**config.mk**
```make
export PLATFORM = sky130hd
export DESIGN_NAME = hi_hihi_safety_trip_monitor_core
export DESIGN_NICKNAME = d
export VERILOG_FILES = /design/src/sv/hhstm_pkg.sv /design/src/sv/hhstm_grade.sv /design/src/sv/hhstm_trip.sv /design/src/sv/hi_hihi_safety_trip_monitor_core.sv
export VERILOG_INCLUDE_DIRS = /design/src /design/src/sv
export SDC_FILE = /design/constraint.sdc
export NUM_CORES = 1
export LEC_CHECK = 0
export BUFFER_PORTS_ARGS = -buffer_cell sky130_fd_sc_hd__buf_4
export CORE_MARGIN = 3
export CORE_UTILIZATION = 40
export CTS_BUF_LIST = sky130_fd_sc_hd__clkbuf_2
export CTS_CLUSTER_SIZE = 16
export DETAILED_ROUTE_END_ITERATION = 10
export PLACE_DENSITY = 0.58
export SLEW_MARGIN = 20
export SYNTH_ARGS = -nofsm -noshare
export SYNTH_HDL_FRONTEND = slang
export SYNTH_SLANG_ARGS = --single-unit
```
**constraint.sdc**
```tcl
create_clock -name aclk -period 7.8 [get_ports aclk]
set_clock_uncertainty 0.2 [all_clocks]
set_input_delay 0.78 -clock aclk [delete_from_list [all_inputs] [get_ports aclk]]
set_output_delay 0.78 -clock aclk [all_outputs]
set_load 0.01 [all_outputs]
```
**src/sv/hi_hihi_safety_trip_monitor_core_defines.svh**
```systemverilog
// Assertion macros for the HI/HIHI trip monitor.
`ifndef HI_HIHI_SAFETY_TRIP_MONITOR_CORE_DEFINES_SVH
`define HI_HIHI_SAFETY_TRIP_MONITOR_CORE_DEFINES_SVH

// Same-cycle implication, checked out of reset.
`define HHSTM_ASSERT_NOW(name, clk, rst_n, ante, cons) \
    name: assert property (@(posedge clk) disable iff (!rst_n) (ante) |-> (cons)) \
        else $error("hhstm check failed: same-cycle rule");

// Next-cycle implication, checked out of reset.
`define HHSTM_ASSERT_NEXT(name, clk, rst_n, ante, cons) \
    name: assert property (@(posedge clk) disable iff (!rst_n) (ante) |=> (cons)) \
        else $error("hhstm check failed: next-cycle rule");

`endif

```
**src/sv/hhstm_pkg.sv**
```systemverilog
package hhstm_pkg;

    localparam int unsigned NUM_LIMITS = 6;
    localparam int unsigned CFG_IDX_W  = 3;
    localparam int unsigned SAMPLE_W   = 16;

    // Threshold register indexes
    localparam logic [CFG_IDX_W-1:0] REG_CUR_HI    = 3'd0;
    localparam logic [CFG_IDX_W-1:0] REG_CUR_HIHI  = 3'd1;
    localparam logic [CFG_IDX_W-1:0] REG_ESC_HI    = 3'd2;
    localparam logic [CFG_IDX_W-1:0] REG_ESC_HIHI  = 3'd3;
    localparam logic [CFG_IDX_W-1:0] REG_MOT_HI    = 3'd4;
    localparam logic [CFG_IDX_W-1:0] REG_MOT_HIHI  = 3'd5;

    localparam logic signed [SAMPLE_W-1:0] LIMIT_RESET = -16'sd1;

    typedef logic signed [SAMPLE_W-1:0] sample_t;

    typedef enum logic [1:0] {
        LVL_UNKNOWN = 2'd0,
        LVL_NORMAL  = 2'd1,
        LVL_HI      = 2'd2,
        LVL_HIHI    = 2'd3
    } level_t;

    typedef enum logic [1:0] {
        CAUSE_NONE    = 2'd0,
        CAUSE_CURRENT = 2'd1,
        CAUSE_ESC     = 2'd2,
        CAUSE_MOTOR   = 2'd3
    } cause_t;

    // Trip and stop-request status of one tick
    typedef struct packed {
        logic   trip_latched;
        cause_t trip_cause;
        logic   motor_stop_pulse;
        logic   test_abort_pulse;
        logic   stop_taken;
        cause_t stop_taken_cause;
    } trip_status_t;

endpackage

```
**src/sv/hhstm_grade.sv**
```systemverilog
module hhstm_grade
    import hhstm_pkg::*;
(
    input  logic    avail,
    input  sample_t value,
    input  sample_t hi_limit,
    input  sample_t hihi_limit,
    output level_t  level
);

    // A negative limit disables its check.
    always_comb begin
        if (!avail) begin
            level = LVL_UNKNOWN;
        end else if (!hihi_limit[SAMPLE_W-1] && (value >= hihi_limit)) begin
            level = LVL_HIHI;
        end else if (!hi_limit[SAMPLE_W-1] && (value >= hi_limit)) begin
            level = LVL_HI;
        end else begin
            level = LVL_NORMAL;
        end
    end

endmodule

```
**src/sv/hhstm_trip.sv**
```systemverilog
module hhstm_trip
    import hhstm_pkg::*;
(
    input  logic         aclk,
    input  logic         aresetn,
    input  logic         advance,
    input  level_t       current_level,
    input  level_t       esc_temp_level,
    input  level_t       motor_temp_level,
    input  logic         throttle_idle,
    input  logic         test_running,
    input  logic         stop_ack,
    output trip_status_t status
);

    logic   trip_active_reg,  trip_active_next;
    cause_t trip_reason_reg,  trip_reason_next;
    logic   stop_pending_reg, stop_pending_next;
    cause_t stop_reason_reg,  stop_reason_next;

    cause_t cause;
    logic   pulse;
    logic   pend_mid;
    cause_t reason_mid;

    always_comb begin
        // first HIHI channel wins
        if (current_level == LVL_HIHI) begin
            cause = CAUSE_CURRENT;
        end else if (esc_temp_level == LVL_HIHI) begin
            cause = CAUSE_ESC;
        end else if (motor_temp_level == LVL_HIHI) begin
            cause = CAUSE_MOTOR;
        end else begin
            cause = CAUSE_NONE;
        end

        trip_active_next = trip_active_reg;
        trip_reason_next = trip_reason_reg;
        pend_mid         = stop_pending_reg;
        reason_mid       = stop_reason_reg;
        pulse            = 1'b0;

        if (cause != CAUSE_NONE) begin
            if (!(trip_active_reg && (trip_reason_reg == cause))) begin
                trip_active_next = 1'b1;
                trip_reason_next = cause;
                pend_mid         = 1'b1;
                reason_mid       = cause;
                pulse            = 1'b1;
            end
        end else if (trip_active_reg && throttle_idle && !test_running) begin
            trip_active_next = 1'b0;
            trip_reason_next = CAUSE_NONE;
            pend_mid         = 1'b0;
            reason_mid       = CAUSE_NONE;
        end

        // serve the acknowledge after the trip update
        stop_pending_next = pend_mid;
        stop_reason_next  = reason_mid;
        status.stop_taken       = 1'b0;
        status.stop_taken_cause = CAUSE_NONE;
        if (stop_ack && pend_mid) begin
            status.stop_taken       = 1'b1;
            status.stop_taken_cause = reason_mid;
            stop_pending_next       = 1'b0;
            stop_reason_next        = CAUSE_NONE;
        end

        status.trip_latched     = trip_active_next;
        status.trip_cause       = trip_active_next ? trip_reason_next : CAUSE_NONE;
        status.motor_stop_pulse = pulse;
        status.test_abort_pulse = pulse && test_running;
    end

    always_ff @(posedge aclk) begin
        if (!aresetn) begin
            trip_active_reg  <= 1'b0;
            trip_reason_reg  <= CAUSE_NONE;
            stop_pending_reg <= 1'b0;
            stop_reason_reg  <= CAUSE_NONE;
        end else if (advance) begin
            trip_active_reg  <= trip_active_next;
            trip_reason_reg  <= trip_reason_next;
            stop_pending_reg <= stop_pending_next;
            stop_reason_reg  <= stop_reason_next;
        end
    end

endmodule

```
**src/sv/hi_hihi_safety_trip_monitor_core.sv**
```systemverilog
// HI/HIHI safety trip monitor.
// An accepted input beat passes through the input register, then grading
// and trip update into the result register. One tick per cycle while the
// output does not stall; the trip latch updates once per tick.
// Reset (aresetn low, synchronous): all limits read -1 (disabled), trip and
// stop request clear, both pipeline stages empty.
`include "hi_hihi_safety_trip_monitor_core_defines.svh"

module hi_hihi_safety_trip_monitor_core
    import hhstm_pkg::*;
(
    input  logic                 aclk,
    input  logic                 aresetn,

    // Threshold write channel
    input  logic                 cfg_valid,
    output logic                 cfg_ready,
    input  logic [CFG_IDX_W-1:0] cfg_index,
    input  logic [15:0]          cfg_data,

    // Tick input
    input  logic                 s_tvalid,
    output logic                 s_tready,
    // [15:0] current_sample, [31:16] esc_temp_sample, [47:32] motor_temp_sample,
    // [48] throttle_idle, [49] test_running, [50] stop_ack, [55:51] zero
    input  logic [55:0]          s_tdata,
    // [0] telemetry_valid, [1] motor_temp_valid
    input  logic [1:0]           s_tuser,

    // Result output
    output logic                 m_tvalid,
    input  logic                 m_tready,
    // [1:0] current_level, [3:2] esc_temp_level, [5:4] motor_temp_level,
    // [6] trip_latched, [8:7] trip_cause, [9] motor_stop_pulse,
    // [10] test_abort_pulse, [11] stop_taken, [13:12] stop_taken_cause, [15:14] zero
    output logic [15:0]          m_tdata
);

    // ---------------------------------------------------------------
    // Threshold registers. The user writes them only while the block is
    // idle, not enforced by the block, so the grading stage reads them directly.
    // ---------------------------------------------------------------
    sample_t limit_reg [NUM_LIMITS];

    assign cfg_ready = 1'b1;

    always_ff @(posedge aclk) begin
        if (!aresetn) begin
            for (int i = 0; i < NUM_LIMITS; i++) begin
                limit_reg[i] <= LIMIT_RESET;
            end
        end else if (cfg_valid) begin
            case (cfg_index)
                REG_CUR_HI:   limit_reg[REG_CUR_HI]   <= cfg_data;
                REG_CUR_HIHI: limit_reg[REG_CUR_HIHI] <= cfg_data;
                REG_ESC_HI:   limit_reg[REG_ESC_HI]   <= cfg_data;
                REG_ESC_HIHI: limit_reg[REG_ESC_HIHI] <= cfg_data;
                REG_MOT_HI:   limit_reg[REG_MOT_HI]   <= cfg_data;
                REG_MOT_HIHI: limit_reg[REG_MOT_HIHI] <= cfg_data;
                default: begin
                    // drop writes to unused indexes
                end
            endcase
        end
    end

    // ---------------------------------------------------------------
    // Pipeline control. The result register frees up whenever it is
    // empty or its beat is taken; the input register then moves on.
    // ---------------------------------------------------------------
    logic in_valid_reg;
    logic out_valid_reg;
    logic advance;

    assign advance  = !out_valid_reg || m_tready;
    assign s_tready = !in_valid_reg || advance;
    assign m_tvalid = out_valid_reg;

    // Input register: capture the accepted beat
    logic    tlm_valid_reg;
    logic    mot_valid_reg;
    sample_t cur_reg;
    sample_t esc_reg;
    sample_t mot_reg;
    logic    idle_reg;
    logic    test_reg;
    logic    ack_reg;

    always_ff @(posedge aclk) begin
        if (!aresetn) begin
            in_valid_reg <= 1'b0;
        end else if (s_tready) begin
            in_valid_reg <= s_tvalid;
        end
    end

    always_ff @(posedge aclk) begin
        if (s_tvalid && s_tready) begin
            tlm_valid_reg <= s_tuser[0];
            mot_valid_reg <= s_tuser[1];
            cur_reg       <= s_tdata[15:0];
            esc_reg       <= s_tdata[31:16];
            mot_reg       <= s_tdata[47:32];
            idle_reg      <= s_tdata[48];
            test_reg      <= s_tdata[49];
            ack_reg       <= s_tdata[50];
        end
    end

    // ---------------------------------------------------------------
    // Grade each channel against its two limits
    // ---------------------------------------------------------------
    level_t lvl_cur, lvl_esc, lvl_mot;

    hhstm_grade u_grade_cur (
        .avail      (tlm_valid_reg),
        .value      (cur_reg),
        .hi_limit   (limit_reg[REG_CUR_HI]),
        .hihi_limit (limit_reg[REG_CUR_HIHI]),
        .level      (lvl_cur)
    );

    hhstm_grade u_grade_esc (
        .avail      (tlm_valid_reg),
        .value      (esc_reg),
        .hi_limit   (limit_reg[REG_ESC_HI]),
        .hihi_limit (limit_reg[REG_ESC_HIHI]),
        .level      (lvl_esc)
    );

    hhstm_grade u_grade_mot (
        .avail      (mot_valid_reg),
        .value      (mot_reg),
        .hi_limit   (limit_reg[REG_MOT_HI]),
        .hihi_limit (limit_reg[REG_MOT_HIHI]),
        .level      (lvl_mot)
    );

    // ---------------------------------------------------------------
    // Trip latch and stop request. State advances once per tick, at
    // the edge the tick moves into the result register.
    // ---------------------------------------------------------------
    trip_status_t trip_status;
    logic         tick_step;

    assign tick_step = in_valid_reg && advance;

    hhstm_trip u_trip (
        .aclk             (aclk),
        .aresetn          (aresetn),
        .advance          (tick_step),
        .current_level    (lvl_cur),
        .esc_temp_level   (lvl_esc),
        .motor_temp_level (lvl_mot),
        .throttle_idle    (idle_reg),
        .test_running     (test_reg),
        .stop_ack         (ack_reg),
        .status           (trip_status)
    );

    // ---------------------------------------------------------------
    // Result register
    // ---------------------------------------------------------------
    level_t       lvl_cur_reg, lvl_esc_reg, lvl_mot_reg;
    trip_status_t status_reg;

    always_ff @(posedge aclk) begin
        if (!aresetn) begin
            out_valid_reg <= 1'b0;
        end else if (advance) begin
            out_valid_reg <= in_valid_reg;
        end
    end

    always_ff @(posedge aclk) begin
        if (tick_step) begin
            lvl_cur_reg <= lvl_cur;
            lvl_esc_reg <= lvl_esc;
            lvl_mot_reg <= lvl_mot;
            status_reg  <= trip_status;
        end
    end

    assign m_tdata = {2'b00,
                      status_reg.stop_taken_cause,
                      status_reg.stop_taken,
                      status_reg.test_abort_pulse,
                      status_reg.motor_stop_pulse,
                      status_reg.trip_cause,
                      status_reg.trip_latched,
                      lvl_mot_reg,
                      lvl_esc_reg,
                      lvl_cur_reg};

    // ---------------------------------------------------------------
    // Checks
    // ---------------------------------------------------------------
    // A stop pulse always leaves a latched trip with a named cause.
    `HHSTM_ASSERT_NOW(a_pulse_latches, aclk, aresetn,
        out_valid_reg && status_reg.motor_stop_pulse,
        status_reg.trip_latched && (status_reg.trip_cause != CAUSE_NONE))
    // Test abort only rides on a stop pulse.
    `HHSTM_ASSERT_NOW(a_abort_on_pulse, aclk, aresetn,
        out_valid_reg && status_reg.test_abort_pulse, status_reg.motor_stop_pulse)
    // A taken stop request always reports its cause.
    `HHSTM_ASSERT_NOW(a_taken_cause, aclk, aresetn,
        out_valid_reg && status_reg.stop_taken, status_reg.stop_taken_cause != CAUSE_NONE)
    // A tick held in the input register while the output stalls is not lost.
    `HHSTM_ASSERT_NEXT(a_hold_tick, aclk, aresetn, in_valid_reg && !advance,
        in_valid_reg && $stable(cur_reg) && $stable(ack_reg))

endmodule

```
== Yosys cells after proc, flatten, opt, wreduce, memory -nomap -nowiden ==
Memory sizes are Yosys's and may differ from the RTL's.
Cells that the tools add are included.
Operators by class
  magnitude comparators: 6
  equality and inequality tests: 9
  muxes and demuxes: 60
  bitwise operators: 6
  reductions and logical operators: 26
Operator list (number)
  $ge 16x16->1: 6
  $mux 16: 6
  $mux 2: 19
  $mux 1: 34
  $logic_and 1x1->1: 13
  $logic_not 1->1: 9
  $eq 2x2->1 const B: 3
  $eq 3x2->1 const B: 2
  $eq 3x3->1 const B: 2
  $or 1x1->1: 6
  $eq 3x1->1 const B: 1
  $logic_not 3->1: 1
  $mux 3: 1
  $eq 2x2->1: 1
  $logic_or 1x1->1: 2
  $reduce_bool 2->1: 1
Word-level totals
  flip-flop bits (word level): 75
  bits in writable memories: 96
  bits of input ports: 82
  output and inout bits: 19
  logic and storage cells: 131
  memories kept: 1
Memory list
  limit_reg: words 6, bits a word 16, read ports 6, clocked after Yosys merged registers in 0, wr ports 6, line hi_hihi_safety_trip_monitor_core.sv:43  | sample_t limit_reg [NUM_LIMITS];

== Depth between registers and ports, before layout ==
Gate-level depths: netlist of run 1.
An unclocked memory read counts as a cell.
  depth after elaboration: 16
  depth in mapped cells: 13

== By module ==
From an unflattened synthesis of run 1, not the netlist that was laid out.
Second synthesis, totals
  cell total of the unflattened synthesis: 749
  area total of the unflattened synthesis: 8838.5 um2
By module, submodules not included
  hi_hihi_safety_trip_monitor_core: instances 1, cells an instance 314, area an instance 5681.7 um2
  hhstm_grade (u_grade_esc ...): instances 2, cells an instance 122, area an instance 865.8 um2
  hhstm_grade (u_grade_cur): instances 1, cells an instance 114, area an instance 863.3 um2
  hhstm_trip: instances 1, cells an instance 77, area an instance 561.8 um2

== Worst setup path after synthesis of run 1 ==
OpenSTA, ideal clock, no wires.
  kind: register -> register
  start point: mem limit_reg[1][15] (netlist bit)
  end point: reg u_trip.stop_reason_reg[0]
  library setup time: 87 ps
  data arrival time: 2900 ps
  required time: 7513 ps
  setup slack: 4613 ps
  cell stages (with the launch flop): 13
  period minus slack after synthesis: 3187 ps
  path through: edfxtp_1 inv_1 ha_1 nand4_1 or4_1 a21o_1 a22o_4 a21oi_4 mux2_4 a211oi_4 o32a_4 inv_2 o31ai_1
RTL lines
  start: declaration: line hi_hihi_safety_trip_monitor_core.sv:43
  end signal: assignment: line hhstm_trip.sv:87  | stop_reason_reg <= stop_reason_next;
  end: declaration: line hhstm_trip.sv:19  | cause_t stop_reason_reg, stop_reason_next;

== Worst setup path in the final report of run 1 ==
  start point: reg mot_reg[15]
  end point: reg status_reg, in the netlist m_tdata[13], data pin
Between the ends
  cells in the longest elaborated chain, start to end: 14
  elaborated cells on any way between the ends: 19
  those cells by class: order compare (2); eq/ne (2); mux (10); reduce/logical (5)
RTL lines
  start: declaration: line hi_hihi_safety_trip_monitor_core.sv:84  | sample_t mot_reg;
  start signal: assignment: line hi_hihi_safety_trip_monitor_core.sv:103  | mot_reg <= s_tdata[47:32];
  $ge 16x16->1: line hhstm_grade.sv:17  | end else if (!hi_limit[SAMPLE_W-1] && (value >= hi_limit)) begin
  $logic_and 1x1->1: line hhstm_grade.sv:17
  $mux 2: line hhstm_grade.sv:17
  $mux 2 *: line hhstm_grade.sv:15  | end else if (!hihi_limit[SAMPLE_W-1] && (value >= hihi_limit)) begin
  $mux 2 *: line hhstm_grade.sv:13  | if (!avail) begin
  $eq 2x2->1 *: line hhstm_trip.sv:32  | end else if (motor_temp_level == LVL_HIHI) begin
  $mux 2 *: line hhstm_trip.sv:32
  $mux 2 *: line hhstm_trip.sv:30  | end else if (esc_temp_level == LVL_HIHI) begin
  $mux 2 *: line hhstm_trip.sv:28  | if (current_level == LVL_HIHI) begin
  $eq 2x2->1: line hhstm_trip.sv:45  | if (!(trip_active_reg && (trip_reason_reg == cause))) begin
  $logic_and 1x1->1: line hhstm_trip.sv:45
  $mux 1: line hhstm_trip.sv:45
  $mux 1: line hhstm_trip.sv:44  | if (cause != CAUSE_NONE) begin
  $logic_and 1x1->1: line hhstm_trip.sv:64  | if (stop_ack && pend_mid) begin
  end signal: assignment: line hi_hihi_safety_trip_monitor_core.sv:180  | status_reg <= trip_status;
  end: declaration: line hi_hihi_safety_trip_monitor_core.sv:165  | trip_status_t status_reg;
Mark *: on every way between the ends. The rest lies on a longest branch, timed or not.
A chain may end at the register's enable or synchronous reset.

==> metrics.yaml, run 1 <==
floorplanning:
  io_pins: 101
  row_count: 54
  die_area_um2: 24200
  fp.coreArea_um2: 21900
  die_h_um: 155
  die_w_um: 155
  start_util_pct: 40.8
placed_design:
  place.gp.congestion: 0.865
  port_buffers: 92
  place_hpwl_um: 14400
synthesis:
  ys.flop_type: "edfxtp_1"
  synth_top_family_by_area: "simple AND/OR/NAND/NOR gates"
  syn-cell-area_um2: 8940
  avgSynthCellArea_um2: 12.3
  synthCells: 728
  synth_xor_area_share_pct: 0
  ys_warn_count: 0
  synthDistinctLibCells: 62
  synth_edf_count: 163
  synth_seq_cells: 171
  async_flop_share_pct: 0
  synth_adder_area_share_pct: 13.4
  synth_mux_area_share_pct: 0.504
  synth-simple-area-share_pct: 14.3
  synth_compound_area_share_pct: 9.59
  ys_seq_area_share_pct: 56.6
timing:
  tns_ns: 0
  period_share_pct: 46.7
  slew_headroom_pct: 35.6
  rsz0062_at_grt: "false"
  period_minus_slack_ns: 3.64
  finalHoldViolCount: 0
  worst_pin_slew_ns: 0.966
  report.final.setup_viol: 0
  drv_slew: 0
  max_freq_mhz: 275
layout:
  area_growth_pct: 20.4
  fillCellCount: 1950
  layout_common_cells: "163 x edfxtp_1, 105 x inv_1, 99 x buf_4, 96 x ha_1, 54 x dlygate4sd3_1"
  finalNetCount: 1058
  seqCellArea_um2: 5050
  final_common_cell: "edfxtp_1"
  layout-drive-gt1-share_pct: 22.0
  largest_register_ffs: 96
  multiInputGateArea_um2: 3410
  utilization_pct: 49.2
detailed_routing:
  vias: 6004
  routed_via_density: 5.12
  first_pass_iters: 5
  post-route-drc-count: 0
  antenna_left: 0
  wirelength_um: 19500
  wl_per_cell_um: 16.7
  dr.first_iter.drc_count: 315
global_routing:
  first_global_vias: 6169
  grt_start_max_net_pins: 54
  antenna_found_initial: 1
  grt_pass1_wl_um: 31200
  grt_overflow: 0
  grt_usage_pct: 16.7
setup_path:
  critPathRequiredTime_ns: 8.20
  end_kind: "flip-flop"
  cp.arrival_ns: 4.04
  start_kind: "flip-flop"
  critPathMaxFanout: 8
  worstSetupPathType: "reg -> reg"
cts:
  clock-sinks: 171
  root_buffer: "clkbuf_2"
  cts_max_path_buffers: 2
  cts_inserted_buffers: 17
  htreeDepth: 4
  cts_tree: "built"
  clock_latency_ns: 0.75
  clkTransAtPathRegs_ns: 0.26
pwr:
  p_total_mw: 1.90
  ir_drop_v: 0.000117
  p_leak_nw: 4.48
  power_density_nw_per_um2: 177
hold_path:
  hp-class: "in -> reg"
job:
  maxCapViolCount: 0
run_status:
  status: "complete, no violations"
[cell type report]
class                           count  area share [%]
Multi-Input combinational cell    431            31.7
Tap cell                          280            3.25
Timing Repair Buffer              153            11.9
Inverter                          106            3.70
Sequential cell                   171            47.0
Clock buffer                       20           0.930
Clock inverter                     11            1.56
Antenna cell                        1          0.0232
[synth_stat cells, types with 2 or more instances]
library cell	count	area, µm²
a21o_1	12	90.1
nor2b_1	13	81.3
or2_2	49	307
a2111oi_0	2	17.5
buf_4	4	30.0
conb_1	2	7.51
mux2i_1	3	30.0
buf_2	2	10.0
clkbuf_1	15	56.3
a221o_1	2	20.0
nand3_1	13	65.1
dfxtp_1	8	160
and2_1	3	18.8
a21oi_1	20	100
a32oi_1	2	17.5
a21oi_4	2	32.5
a31oi_1	4	25.0
o211ai_1	4	30.0
o21a_1	21	158
nor2_1	20	75.1
nand4_1	17	106
edfxtp_1	163	4890
inv_1	105	394
o211a_1	2	20.0
nand2_1	19	71.3
nor3_1	8	40.0
nor4_1	4	25.0
a2111o_1	2	22.5
o31ai_1	5	37.5
a21boi_0	2	15.0
a221oi_1	2	17.5
ha_1	96	1200
or3_1	51	319
and4_1	2	17.5
o22ai_1	2	12.5
nand2b_1	6	37.5
o41ai_1	2	17.5
o21ai_0	15	75.1
[stage by stage]
stage / instances / hold slack (ns) / area, µm² / worst slack, ns
2_1_floorplan: 729 / 0.245 / 8940 / 4.61
5_1_grt: 1173 / 0.0353 / 10800 / 3.91
4_1_cts: 1171 / 0.0175 / 10800 / 4.13
3_5_place_dp: 1087 / 0.283 / 9950 / 4.21
6_report: 1173 / 0.146 / 10800 / 4.16
3_3_place_gp: 1087 / 0.278 / 9950 / 4.28
[worst max-delay path, stage by stage (launching register included)]
cell	delay, ns
edfxtp_1	0.48
ha_1	0.34
nand4_1	0.23
a2111o_1	0.47
and4bb_1	0.23
nor4b_2	0.62
nand2b_4	0.31
nor2_1	0.10
o32a_4	0.39
nor2_1	0.10
[kinds of logic (layout without fill, tap and decap cells)]
group           after synthesis  after routing
other cells                   2              4
compound gates              112            112
buf+inv                     127            290
flops                       171            171
simple gates                216            216
mux                           4              4
fa+ha+maj                    96             96
[power breakdown]
group	switching [mW]	internal (mW)	leakage, nW
Clock	0.308	0.213	0.162
Combinational	0.154	0.135	2.65
Sequential	0.0271	1.07	1.67
Total	0.489	1.42	4.48
[worst paths after layout]
check / startpoint / end / slack (ns) / cells past startpoint
worst max register to register: mot_reg[15]$_DFFE_PP_ / m_tdata[13]$_SDFFCE_PN0P_ / 4.16 / 9
worst max-delay path: mot_reg[15]$_DFFE_PP_ / m_tdata[13]$_SDFFCE_PN0P_ / 4.16 / 9
worst min-delay path: cfg_data[1] / limit_reg[4][1]$_SDFFCE_PN1P_ / 0.15 / 2
worst min register to register: u_trip.stop_reason_reg[1]$_SDFFE_PN0P_ / u_trip.stop_reason_reg[1]$_SDFFE_PN0P_ / 0.31 / 2
[metal layers]
layer  GRT usage, %  vias up  wire length, µm  part of all wire (%)
met5              0        -                0                     0
met4           5.75        0              498                   2.5
met3           3.81       34              797                   4.1
met2           29.1      159             9790                    50
met1           20.5     2858             8460                    43
li1               -     2953                -                     -
[repair_timing]
action / CTS / global route
hold endpoints to repair: 53 / 1
hold buffers: 53 / 1
setup buffers: 0 / 0
gates resized for setup: 0 / 0
No activity file was read; power rests on OpenSTA's default activity.
==> run 2: changes to the inputs <==
- PLACE_DENSITY: 0.58 -> 0.6
- clock period: 7.8 -> 3.15 ns (I/O delays scaled with it)
==> metrics.yaml, run 2 (synthesis gave the netlist of run 1 again) <==
cts:
  clkTransAtPathRegs_ns: 0.24  # -0.02 ns
  cts_max_path_buffers: 2  # unchanged
  clock_latency_ns: 0.75  # about the same
  htreeDepth: 4  # unchanged
  cts_tree: "built"
  clock-sinks: 171  # unchanged
  root_buffer: "clkbuf_2"
  cts_inserted_buffers: 17  # unchanged
timing:
  report.final.setup_viol: 8  # +8
  max_freq_mhz: 308  # +12%
  finalHoldViolCount: 0  # unchanged
  worst_pin_slew_ns: 0.844  # -0.122 ns
  rsz0062_at_grt: "true"
  setup_ws_ns: -0.0921  # -4.25 ns
  period_minus_slack_ns: 3.24  # -0.398 ns
  slew_headroom_pct: 43.7  # +8.1 points
  tns_ns: -0.375  # -0.375 ns
  period_share_pct: 103  # +56 points
  drv_slew: 0  # unchanged
global_routing:
  grt_start_max_net_pins: 50  # -7.4%
  grt_pass1_wl_um: 32000  # +2.7%
  first_global_vias: 6293  # +2.0%
  grt_overflow: 0  # unchanged
  grt_usage_pct: 17.2  # +0.45 points
  antenna_found_initial: 2  # +1
setup_path:
  cp_slowest_cell: "edfxtp_1"
  path_depth: 12  # +3
  worst-path-buf-inv: 2  # +2
  crit_top_cell: "buf_6"
  worstSetupPathType: "reg -> reg"
  start_kind: "flip-flop"
  critPathRequiredTime_ns: 3.61  # -4.59 ns
  regToRegSetupSlack_ns: -0.09  # -4.25 ns
  cp.arrival_ns: 3.70  # -0.34 ns
  rr_endpoint: "u_trip.stop_pending_reg$_SDFFE_PN0P_"
  cp_cell_sequence: "ha_4 > nand4_1 > or4_1 > a21o_1 > a22o_4 > a21oi_4 > mux2_4 > a211oi_4 > buf_6 > buf_6 > nor4_4 > o21a_1"
  critPathMaxFanout: 2  # -6
  end_kind: "flip-flop"
  r2r_start: "cur_reg[6]$_DFFE_PP_"
  r2r_cells: 12  # +3
  crit_family: "compound AO/OA/AOI/OAI gates"
  cpPeakStageDelay_ns: 0.49  # -0.13 ns
detailed_routing:
  antenna_left: 0  # unchanged
  routed_via_density: 4.87  # -4.8%
  vias: 6352  # +5.8%
  wl_per_cell_um: 15.7  # -5.8%
  first_pass_iters: 5  # unchanged
  post-route-drc-count: 0  # unchanged
  dr.first_iter.drc_count: 315  # unchanged
  wirelength_um: 20500  # +4.7%
pwr:
  power_density_nw_per_um2: 402  # +130%
  p_total_mw: 4.84  # +150%
  p_leak_nw: 5.07  # +13%
  ir_drop_v: 0.000205  # +75%
floorplanning:
  start_util_pct: 40.8  # unchanged
  die_h_um: 155  # unchanged
  fp.coreArea_um2: 21900  # unchanged
  die_area_um2: 24200  # unchanged
  io_pins: 101  # unchanged
  die_w_um: 155  # unchanged
  row_count: 54  # unchanged
layout:
  fillCellCount: 1877  # -3.7%
  design_area_um2: 12100  # +12%
  largest_register_ffs: 96  # unchanged
  area_growth_pct: 34.9
  final_common_cell: "buf_4"
  finalNetCount: 1188  # +12%
  layout_common_cells: "166 x buf_4, 163 x edfxtp_1, 113 x dlygate4sd3_1, 105 x inv_1, 90 x ha_1"
  utilization_pct: 55.1  # +5.9 points
  layout-drive-gt1-share_pct: 27.8  # +5.8 points
placed_design:
  dpl-instance-area_um2: 10400  # +4.5%
  place_hpwl_um: 14300  # -0.67%
  place_ws_ns: -0.161  # -4.37 ns
  port_buffers: 92  # unchanged
  place.gp.congestion: 0.900  # +4.1%
run_status:
  violations: "setup timing"
  status: "finished with violations"
hold_path:
  min_delay_worst_endpoint: "mot_reg[2]$_DFFE_PP_"
  hold_depth: 2  # unchanged
  hp-class: "in -> reg"
  hp-start: "s_tdata[34]"
job:
  maxCapViolCount: 0  # unchanged
## run 2: metal layers
metal | vias to the layer above | track usage (%) | share of wire, % | wire (µm)
li1 | 3210 | - | - | -
met1 | 2980 | 21.8 | 44 | 8980
met2 | 130 | 29.7 | 50 | 10200
met3 | 32 | 3.42 | 4.2 | 859
met4 | 0 | 5.17 | 2.0 | 400
met5 | - | 0 | 0 | 0
## run 2: power breakdown
part | internal [mW] | switching [mW] | total (mW) | leakage [nW]
logic | 0.477 | 0.430 | 0.907 | 3.26
registers | 2.64 | 0.0619 | 2.70 | 1.67
clock network | 0.449 | 0.783 | 1.23 | 0.145
## run 2: cell type report
class,count,area (µm²),area share [%]
Antenna cell,1,2.50,0.0208
Clock buffer,18,90.1,0.747
Clock inverter,14,169,1.40
Inverter,106,398,3.30
Multi-Input combinational cell,431,3560,29.5
Sequential cell,171,5050,41.9
Tap cell,280,350,2.91
Timing Repair Buffer,283,2430,20.2
## run 2: per-stage QoR
| step | hold WS [ns] | instances |
|---|---|---|
| after global routing | 0.00116 | 1304 |
| final | 0.0812 | 1304 |
| after detailed placement | 0.265 | 1145 |
| after global placement | 0.279 | 1145 |
| after CTS | 0.0000183 | 1271 |
| after floorplan | 0.214 | 729 |
## run 2: worst max path at each step
stage / startpoint / end / slack (ns)
2_1_floorplan: cur_reg[8]$_DFFE_PP_ / u_trip.stop_reason_reg[0]$_SDFFE_PN0P_ / 0.0006
3_3_place_gp: cur_reg[3]$_DFFE_PP_ / u_trip.stop_reason_reg[1]$_SDFFE_PN0P_ / -0.09
3_5_place_dp: cur_reg[2]$_DFFE_PP_ / u_trip.stop_reason_reg[0]$_SDFFE_PN0P_ / -0.16
4_1_cts: cur_reg[6]$_DFFE_PP_ / m_tdata[10]$_DFFE_PP_ / -0.07
5_1_grt: mot_reg[8]$_DFFE_PP_ / m_tdata[12]$_SDFFCE_PN0P_ / -0.22
6_report: cur_reg[6]$_DFFE_PP_ / u_trip.stop_pending_reg$_SDFFE_PN0P_ / -0.09
## run 2: what timing repair did
| item | 4_1_cts | 5_1_grt |
|---|---|---|
| pin swaps | 25 | 3 |
| resized for setup | 8 | 19 |
| hold buffers | 86 | 27 |
| endpoints found under the hold margin | 206 | 28 |
| setup endpoints to repair | 8 | 13 |
| setup buffers | 8 | 6 |
